[src/hw/rtl/bcbc_pkg.sv]
package bcbc_pkg;

	// Field widths of the observation and result transactions.
	localparam int RANGE_W = 36;
	localparam int ELEV_W  = 16;
	localparam int PRN_W   = 6;

	// One lane per carrier frequency (B1, B2, B3).
	localparam int NUM_LANES = 3;

	// Correction tables: one entry every 10 degrees, 0 to 90 degrees.
	localparam int TAB_LEN  = 10;
	localparam int LAST_SEG = TAB_LEN - 1;
	localparam int TAB_W    = 12;
	localparam int SEG_W    = 4;
	localparam int REM_W    = 12;

	// Satellite classes by PRN.
	localparam int FIRST_IGSO = 6;
	localparam int FIRST_MEO  = 11;

	// Elevation scaling: 2560 units of 1/256 degree per table step.
	localparam int STEP_DEG    = 10;
	localparam int DEG_W       = 7;
	localparam int TOP_ELEV    = 23040;
	localparam int SEG_RECIP   = 205;
	localparam int SEG_SHIFT   = 11;
	localparam int SEG_PROD_W  = 15;

	// Interpolation arithmetic. The offset keeps the numerator positive so
	// that floor division by 2560 becomes a shift by 9 and a divide by 5.
	localparam int BIAS_Q     = 400;
	localparam int STEP_UNITS = 2560;
	localparam int ROUND_BIAS = STEP_UNITS / 2 + BIAS_Q * STEP_UNITS;
	localparam int DIFF_W     = 13;
	localparam int PROD_W     = 26;
	localparam int T_W        = 21;
	localparam int U_W        = 12;
	localparam int RECIP_5    = 52429;
	localparam int RECIP_SHIFT = 18;
	localparam int QP_W       = 28;
	localparam int Q_W        = 10;
	localparam int CORR_W     = 13;
	localparam int SUM_W      = RANGE_W + 2;

	localparam int IGSO_MM [NUM_LANES][TAB_LEN] = '{
		'{-550, -400, -340, -230, -150, -40, 90, 190, 270, 350},
		'{-710, -360, -330, -190, -140, -30, 80, 170, 240, 330},
		'{-270, -230, -210, -150, -110, -40, 50, 140, 190, 320}
	};

	localparam int MEO_MM [NUM_LANES][TAB_LEN] = '{
		'{-470, -380, -320, -230, -110, 60, 340, 690, 970, 1050},
		'{-400, -310, -260, -180, -60, 90, 280, 480, 640, 690},
		'{-220, -150, -130, -100, -40, 50, 140, 270, 360, 470}
	};

	typedef struct packed {
		logic                     is_beidou;
		logic [PRN_W-1:0]         prn;
		logic signed [ELEV_W-1:0] elevation;
		logic [RANGE_W-1:0]       range_b1;
		logic [RANGE_W-1:0]       range_b2;
		logic [RANGE_W-1:0]       range_b3;
		logic                     last_in_epoch;
	} obs_t;

	typedef struct packed {
		logic [RANGE_W-1:0] corrected_b1;
		logic [RANGE_W-1:0] corrected_b2;
		logic [RANGE_W-1:0] corrected_b3;
		logic               applied;
		logic               epoch_end;
	} res_t;

	// Per-observation control shared by all lanes.
	typedef struct packed {
		logic             apply;
		logic             is_meo;
		logic [SEG_W-1:0] seg;
		logic [REM_W-1:0] rem;
	} ctl_t;

	// Table lookup; indexes past the last entry read as zero.
	function automatic logic signed [TAB_W-1:0] corr_entry(
		input logic is_meo,
		input int lane,
		input logic [SEG_W-1:0] idx
	);
		logic signed [TAB_W-1:0] val;
		val = '0;
		if (idx <= SEG_W'(LAST_SEG)) begin
			if (is_meo) begin
				val = TAB_W'(MEO_MM[lane][idx]);
			end else begin
				val = TAB_W'(IGSO_MM[lane][idx]);
			end
		end
		return val;
	endfunction

endpackage

[src/hw/rtl/bcbc_lane.sv]
module bcbc_lane #(
	parameter int LANE = 0
) (
	input  logic                           clk,
	input  logic                           en,
	input  bcbc_pkg::ctl_t                 ctl_s1,
	input  logic [bcbc_pkg::RANGE_W-1:0]   range_s1,
	output logic [bcbc_pkg::RANGE_W-1:0]   corrected_s4
);

	// Stage 2 signals.
	logic signed [bcbc_pkg::TAB_W-1:0]  lo;
	logic signed [bcbc_pkg::TAB_W-1:0]  hi;
	logic signed [bcbc_pkg::DIFF_W-1:0] diff;
	logic signed [bcbc_pkg::PROD_W-1:0] prod;
	logic signed [bcbc_pkg::PROD_W-1:0] numer;
	logic [bcbc_pkg::T_W-1:0]           t_s2;
	logic signed [bcbc_pkg::TAB_W-1:0]  base_s2;
	logic                               apply_s2;
	logic [bcbc_pkg::RANGE_W-1:0]       range_s2;

	// Stage 3 signals.
	logic [bcbc_pkg::U_W-1:0]            u;
	logic [bcbc_pkg::QP_W-1:0]           qprod;
	logic [bcbc_pkg::Q_W-1:0]            q;
	logic signed [bcbc_pkg::CORR_W-1:0]  corr;
	logic signed [bcbc_pkg::CORR_W-1:0]  corr_s3;
	logic [bcbc_pkg::RANGE_W-1:0]        range_s3;

	// Stage 4 signals.
	logic signed [bcbc_pkg::SUM_W-1:0] sum;
	logic [bcbc_pkg::RANGE_W-1:0]      sat;

	// Look up the neighboring entries and form the biased interpolation numerator.
	always_comb begin
		lo    = bcbc_pkg::corr_entry(ctl_s1.is_meo, LANE, ctl_s1.seg);
		hi    = bcbc_pkg::corr_entry(ctl_s1.is_meo, LANE, ctl_s1.seg + 1'b1);
		diff  = bcbc_pkg::DIFF_W'(hi) - bcbc_pkg::DIFF_W'(lo);
		prod  = bcbc_pkg::PROD_W'(diff) * bcbc_pkg::PROD_W'($signed({1'b0, ctl_s1.rem}));
		numer = prod + bcbc_pkg::PROD_W'(bcbc_pkg::ROUND_BIAS);
	end

	always_ff @(posedge clk) begin
		if (en) begin
			t_s2     <= numer[bcbc_pkg::T_W-1:0];
			base_s2  <= lo;
			apply_s2 <= ctl_s1.apply;
			range_s2 <= range_s1;
		end
	end

	// Floor division by 2560: drop nine bits, then multiply by the reciprocal of 5.
	always_comb begin
		u     = t_s2[bcbc_pkg::T_W-1:bcbc_pkg::T_W-bcbc_pkg::U_W];
		qprod = bcbc_pkg::QP_W'(u) * bcbc_pkg::QP_W'(bcbc_pkg::RECIP_5);
		q     = qprod[bcbc_pkg::QP_W-1:bcbc_pkg::RECIP_SHIFT];
		corr  = bcbc_pkg::CORR_W'(base_s2) + $signed({3'b000, q})
			- bcbc_pkg::CORR_W'(bcbc_pkg::BIAS_Q);
	end

	always_ff @(posedge clk) begin
		if (en) begin
			corr_s3  <= apply_s2 ? corr : '0;
			range_s3 <= range_s2;
		end
	end

	// Add the correction and saturate to the unsigned range.
	always_comb begin
		sum = $signed({2'b00, range_s3}) + bcbc_pkg::SUM_W'(corr_s3);
		if (sum[bcbc_pkg::SUM_W-1]) begin
			sat = '0;
		end else if (sum[bcbc_pkg::RANGE_W]) begin
			sat = '1;
		end else begin
			sat = sum[bcbc_pkg::RANGE_W-1:0];
		end
	end

	always_ff @(posedge clk) begin
		if (en) begin
			corrected_s4 <= sat;
		end
	end

endmodule

[src/hw/rtl/bcbc_merge.sv]
module bcbc_merge (
	input  logic                         clk,
	input  logic                         arst_n,
	input  logic                         up_valid,
	output logic                         up_ready,
	input  logic [bcbc_pkg::RANGE_W-1:0] lane_range [bcbc_pkg::NUM_LANES],
	input  logic                         up_applied,
	input  logic                         up_epoch_end,
	output logic                         res_valid,
	input  logic                         res_ready,
	output bcbc_pkg::res_t               res
);

	bcbc_pkg::res_t merged;
	bcbc_pkg::res_t out_q;
	bcbc_pkg::res_t skid_q;
	logic           out_valid_q;
	logic           skid_valid_q;

	// Combine the lane results and the sideband into one result transaction.
	always_comb begin
		merged.corrected_b1 = lane_range[0];
		merged.corrected_b2 = lane_range[1];
		merged.corrected_b3 = lane_range[2];
		merged.applied      = up_applied;
		merged.epoch_end    = up_epoch_end;
	end

	assign up_ready  = !skid_valid_q;
	assign res_valid = out_valid_q;
	assign res       = out_q;

	// Output register with a skid entry so the upstream ready is registered.
	always_ff @(posedge clk or negedge arst_n) begin
		if (!arst_n) begin
			out_valid_q  <= 1'b0;
			skid_valid_q <= 1'b0;
		end else if (res_ready || !out_valid_q) begin
			if (skid_valid_q) begin
				out_valid_q  <= 1'b1;
				skid_valid_q <= 1'b0;
			end else begin
				out_valid_q <= up_valid;
			end
		end else if (up_valid && !skid_valid_q) begin
			skid_valid_q <= 1'b1;
		end
	end

	always_ff @(posedge clk) begin
		if (res_ready || !out_valid_q) begin
			out_q <= skid_valid_q ? skid_q : merged;
		end else if (up_valid && !skid_valid_q) begin
			skid_q <= merged;
		end
	end

endmodule

[src/hw/rtl/beidou_code_bias_correction_unit.sv]
// BeiDou satellite-induced code bias correction.
//
// Observations enter on the obs channel (obs_valid/obs_ready, payload obs) and
// corrected pseudoranges leave on the res channel (res_valid/res_ready, payload
// res), one result transaction per observation, in order. IGSO and MEO satellites
// get an elevation-interpolated correction per frequency; everything else passes
// through with applied low.
//
// The datapath is a four-stage pipeline with three lanes, one per frequency,
// followed by an output register that every result passes through. Throughput
// is one transaction per cycle while the receiver does not stall, set by the
// single multiplier in each of the two arithmetic stages of every lane.
//
// When the receiver stalls, the output holds and one more transaction lands in a
// skid entry; obs_ready then drops the next cycle and the whole pipeline freezes
// until the output is taken. obs_ready comes from a register, not from res_ready.
// Reset clears all valid flags; obs_ready is high out of reset.
module beidou_code_bias_correction_unit (
	input  logic           clk,
	input  logic           arst_n,
	input  logic           obs_valid,
	output logic           obs_ready,
	input  bcbc_pkg::obs_t obs,
	output logic           res_valid,
	input  logic           res_ready,
	output bcbc_pkg::res_t res
);

	logic                               en;
	logic [bcbc_pkg::DEG_W-1:0]         deg;
	logic [bcbc_pkg::SEG_PROD_W-1:0]    seg_prod;
	logic [bcbc_pkg::SEG_W-1:0]         seg_raw;
	logic [bcbc_pkg::DEG_W-1:0]         deg_rem;
	logic                               clamp;
	bcbc_pkg::ctl_t                     ctl;

	bcbc_pkg::ctl_t                     ctl_s1;
	logic [bcbc_pkg::RANGE_W-1:0]       range_s1 [bcbc_pkg::NUM_LANES];
	logic [bcbc_pkg::RANGE_W-1:0]       corrected_s4 [bcbc_pkg::NUM_LANES];
	logic                               valid_s1, valid_s2, valid_s3, valid_s4;
	logic                               epoch_s1, epoch_s2, epoch_s3, epoch_s4;
	logic                               applied_s2, applied_s3, applied_s4;

	assign obs_ready = en;

	// Classify the satellite and split the elevation into table step and remainder.
	always_comb begin
		deg      = obs.elevation[14:8];
		seg_prod = bcbc_pkg::SEG_PROD_W'(deg) * bcbc_pkg::SEG_PROD_W'(bcbc_pkg::SEG_RECIP);
		seg_raw  = seg_prod[bcbc_pkg::SEG_PROD_W-1:bcbc_pkg::SEG_SHIFT];
		deg_rem  = deg - bcbc_pkg::DEG_W'(seg_raw) * bcbc_pkg::DEG_W'(bcbc_pkg::STEP_DEG);
		clamp    = obs.elevation >= $signed(bcbc_pkg::ELEV_W'(bcbc_pkg::TOP_ELEV));

		ctl.apply  = obs.is_beidou && (obs.prn >= bcbc_pkg::PRN_W'(bcbc_pkg::FIRST_IGSO))
			&& (obs.elevation > $signed(bcbc_pkg::ELEV_W'(0)));
		ctl.is_meo = obs.prn >= bcbc_pkg::PRN_W'(bcbc_pkg::FIRST_MEO);
		if (clamp) begin
			ctl.seg = bcbc_pkg::SEG_W'(bcbc_pkg::LAST_SEG);
			ctl.rem = '0;
		end else begin
			ctl.seg = seg_raw;
			ctl.rem = {deg_rem[bcbc_pkg::SEG_W-1:0], obs.elevation[7:0]};
		end
	end

	// Stage 1 payload.
	always_ff @(posedge clk) begin
		if (en) begin
			ctl_s1      <= ctl;
			range_s1[0] <= obs.range_b1;
			range_s1[1] <= obs.range_b2;
			range_s1[2] <= obs.range_b3;
			epoch_s1    <= obs.last_in_epoch;
			epoch_s2    <= epoch_s1;
			epoch_s3    <= epoch_s2;
			epoch_s4    <= epoch_s3;
			applied_s2  <= ctl_s1.apply;
			applied_s3  <= applied_s2;
			applied_s4  <= applied_s3;
		end
	end

	// Valid flags advance with the pipeline.
	always_ff @(posedge clk or negedge arst_n) begin
		if (!arst_n) begin
			valid_s1 <= 1'b0;
			valid_s2 <= 1'b0;
			valid_s3 <= 1'b0;
			valid_s4 <= 1'b0;
		end else if (en) begin
			valid_s1 <= obs_valid;
			valid_s2 <= valid_s1;
			valid_s3 <= valid_s2;
			valid_s4 <= valid_s3;
		end
	end

	// One correction lane per frequency.
	for (genvar i = 0; i < bcbc_pkg::NUM_LANES; i++) begin : g_lane
		bcbc_lane #(
			.LANE(i)
		) u_lane (
			.clk          (clk),
			.en           (en),
			.ctl_s1       (ctl_s1),
			.range_s1     (range_s1[i]),
			.corrected_s4 (corrected_s4[i])
		);
	end

	// Merge lanes into the result and hold it for the receiver.
	bcbc_merge u_merge (
		.clk          (clk),
		.arst_n       (arst_n),
		.up_valid     (valid_s4),
		.up_ready     (en),
		.lane_range   (corrected_s4),
		.up_applied   (applied_s4),
		.up_epoch_end (epoch_s4),
		.res_valid    (res_valid),
		.res_ready    (res_ready),
		.res          (res)
	);

endmodule

[config.mk]
export PLATFORM = sky130hd
export DESIGN_NAME = beidou_code_bias_correction_unit
export DESIGN_NICKNAME = d
export VERILOG_FILES = /design/src/hw/rtl/bcbc_pkg.sv /design/src/hw/rtl/bcbc_lane.sv /design/src/hw/rtl/bcbc_merge.sv /design/src/hw/rtl/beidou_code_bias_correction_unit.sv
export SDC_FILE = /design/constraint.sdc
export NUM_CORES = 2
export LEC_CHECK = 0
export ABC_AREA = 1
export BUFFER_PORTS_ARGS = -buffer_cell sky130_fd_sc_hd__buf_2
export CORE_MARGIN = 2
export CORE_UTILIZATION = 58
export DETAILED_ROUTE_END_ITERATION = 12
export MAX_ROUTING_LAYER = met4
export PLACE_DENSITY = 0.77
export SETUP_SLACK_MARGIN = 0.2
export SLEW_MARGIN = 5
export SYNTH_ARGS = -nofsm -noshare
export SYNTH_HDL_FRONTEND = slang
export SYNTH_HIERARCHICAL = 1
export SYNTH_SLANG_ARGS = --single-unit
[constraint.sdc]
create_clock -name clk -period 8.4 [get_ports clk]
set_clock_uncertainty 0.2 [all_clocks]
set_input_delay 0.42 -clock clk [delete_from_list [all_inputs] [get_ports clk]]
set_output_delay 0.42 -clock clk [all_outputs]
set_load 0.1 [all_outputs]
==> run metrics <==
Final Hold Viols=0; met2 usage=45.57%; Final Util=67.79%; RSZ-0062 raised after global routing=yes; crit-path max FO=5; CTS Sinks=791; CP required=8590 ps; port bufs=247; gp weighted congestion=0.9571; Initial Util=58.42%; CTS root buffer=clkbuf_16; die width=332.1 µm; commonest non-fill, non-tap cell in the layout=nand2_1; total track usage=27.69%; Worst Hold Class=in2reg; Crit-path slowest cell=fa_1; Filler cells=8234; ANT nets after route=0; CP bufs+invs=13; CTS tree=built; Main synth FF type=edfxtp_1; Vias/cell=5.326; GRT busiest layer=met2; antenna violations before repair=7; Avg Inst Size Synth=9.557 µm²; CTS Buf Count=84; Crit path arrival time=8390 ps; chip height=332.1 µm; Reg-to-Reg Start=ctl_s1[12]; post-layout min period=8193 ps; Avg WL per Cell=17.32 µm; Area Growth Syn to Fin=16.03%; number of synthesized flops with an enable pin=785; worst slew pin tran=1178 ps; crit end category=flop; grt ovf=0; crit-path max cell delay=590 ps; fraction of layout cells with a size suffix above 1=14.47%; FF+latch count, synth=791; sequential-to-total area share from yosys stat=37.98%; part of the cycle the worst path needs=97.53%; Worst slew margin=21.48%; setup violators final=0; GRT met1 Usage=36.40%; via count=45970; critical path startpoint=ctl_s1[12]; pin count of the biggest net entering global routing=170; outcome=completed; WL final=149500 µm; setup TNS=0 ps; IO Count=248; Mapped Cells=6535; Clock Latency Late Sink=690 ps; synth unique cells=73; core area=106900 µm²; WHS=47.43 ps; Core Rows=120; met3 usage in global routing=3.369%; Clock Pin Slew Worst Setup and Hold Paths=60 ps; commonest cells after routing, fill and taps aside=1327 x nand2_1, 1249 x inv_1, 785 x edfxtp_1; fmax=122.1 MHz; hold path startpoint=obs[130]; Crit path max-delay family=adder cells; nets@finish=8416; dpl hpwl=114400 µm; Post-Syn Nets=7794; asr flop ratio synth=0.7585%; H-tree depth=3; Die Area=110300 µm²; Synth warnings=6; Max-Cap Viols=0; vias in the first global route=46530; Startpoint Class=flop; drt first pass iters=6; mapped cell area=62450 µm²; Longest Clk Path Bufs=3; first-pass GRT wire length=238500 µm; Setup CP Type=reg2reg; Residual DRC=0; drt initial violations=3153; Final Max Tran Viols=0
## stage by stage
stage	instances	setup WS (ps)	instance area (µm²)
2_1_floorplan	6535	232.0	62460
3_3_place_gp	8259	-7.701	66270
3_5_place_dp	8259	-64.18	66270
4_1_cts	8549	170.3	70660
5_1_grt	8631	-112.2	72470
6_report	8631	207.3	72470
## kinds of logic after synthesis
| group | after synthesis | synth area share, % |
|---|---|---|
| XOR/XNOR | 183 | 2.669 |
| AND/OR/NAND/NOR | 2217 | 14.56 |
| flip-flops | 791 | 37.98 |
| AO/OA/AOI/OAI | 784 | 7.272 |
| buffers and inverters | 1437 | 8.949 |
| adder cells (fa/ha/maj) | 1123 | 28.57 |
## synth_stat cells, drive strengths merged (32+ instances only)
cell | n | area [µm²]
xor2 | 118 | 1097
a31oi | 43 | 275.3
o21ai | 263 | 1448
clkbuf | 45 | 170.2
nand2 | 1413 | 5436
nor2 | 475 | 1812
nor3 | 45 | 252.7
xnor2 | 65 | 569.3
nand3 | 199 | 1016
a21oi | 344 | 1752
edfxtp | 785 | 23570
ha | 618 | 7732
inv | 1335 | 5014
a21o | 32 | 249.0
fa | 505 | 10110
buf | 52 | 386.6
## state kept, by name, indices dropped and copies added (netlist names), 3 cells and up
signal and count:
ctl_s1 18, g_lane.u_lane/base_s2 30, g_lane.u_lane/corr_s3 39, g_lane.u_lane/apply_s2 3
range_s1 108, g_lane.u_lane/range_s3 108, g_lane.u_lane/range_s2 108, u_merge/res 110
u_merge/skid_q 110, g_lane.u_lane/t_s2 36, g_lane.u_lane/corrected_s4 108
## routing by layer
layer | part of all wire [%] | vias to the layer above | wire length [µm]
li1 | - | 22300 | -
met1 | 43 | 21970 | 64260
met2 | 48 | 1401 | 72380
met3 | 5.6 | 290 | 8336
met4 | 3.0 | 0 | 4486
met5 | 0 | - | 0
## worst paths after layout
| path | endpoint | cells after the start | slack (ps) |
|---|---|---|---|
| max in group asynchronous | u_merge/skid_valid_q | 3 | 7190 |
| min reg2reg | g_lane[0].u_lane/range_s3[13] | 0 | 200 |
| min in group asynchronous | valid_s2 | 3 | 540 |
| min | ctl_s1[16] | 3 | 50 |
| max reg2reg | g_lane[1].u_lane/t_s2[19] | 37 | 210 |
| max | g_lane[1].u_lane/t_s2[19] | 37 | 210 |
## layout make-up
| class | instances | area, µm² | area share [%] |
|---|---|---|---|
| multi-input cells | 4307 | 34470 | 47.56 |
| inverters | 1340 | 5084 | 7.015 |
| well taps | 1403 | 1755 | 2.422 |
| clock buffers | 106 | 2185 | 3.015 |
| repair buffers | 633 | 4659 | 6.430 |
| flip-flops and latches | 791 | 23730 | 32.74 |
| diodes | 4 | 10.01 | 0.01381 |
| clock inverters | 47 | 580.6 | 0.8011 |
## worst register-to-register path: cells and delay by family (launching register included)
kind	cells	cell delay [ps]
compound gates	5	800
xor+xnor	1	160
fa+ha+maj	9	3720
buf+inv	13	1560
flops	1	460
simple gates	9	1040
## timing repair
item / in CTS / in global routing
gates resized for setup: 69 / 280
cloned: 0 / 3
setup buffers: 12 / 75
hold buffers: 125 / 0
pin swaps: 18 / 150
endpoints found under the hold margin: 127 / 0
endpoints found under the setup margin: 13 / 29
Power is left out: the tool's default activity adds up to more than one toggle a clock period on the data nets, which glitch-free logic cannot reach.
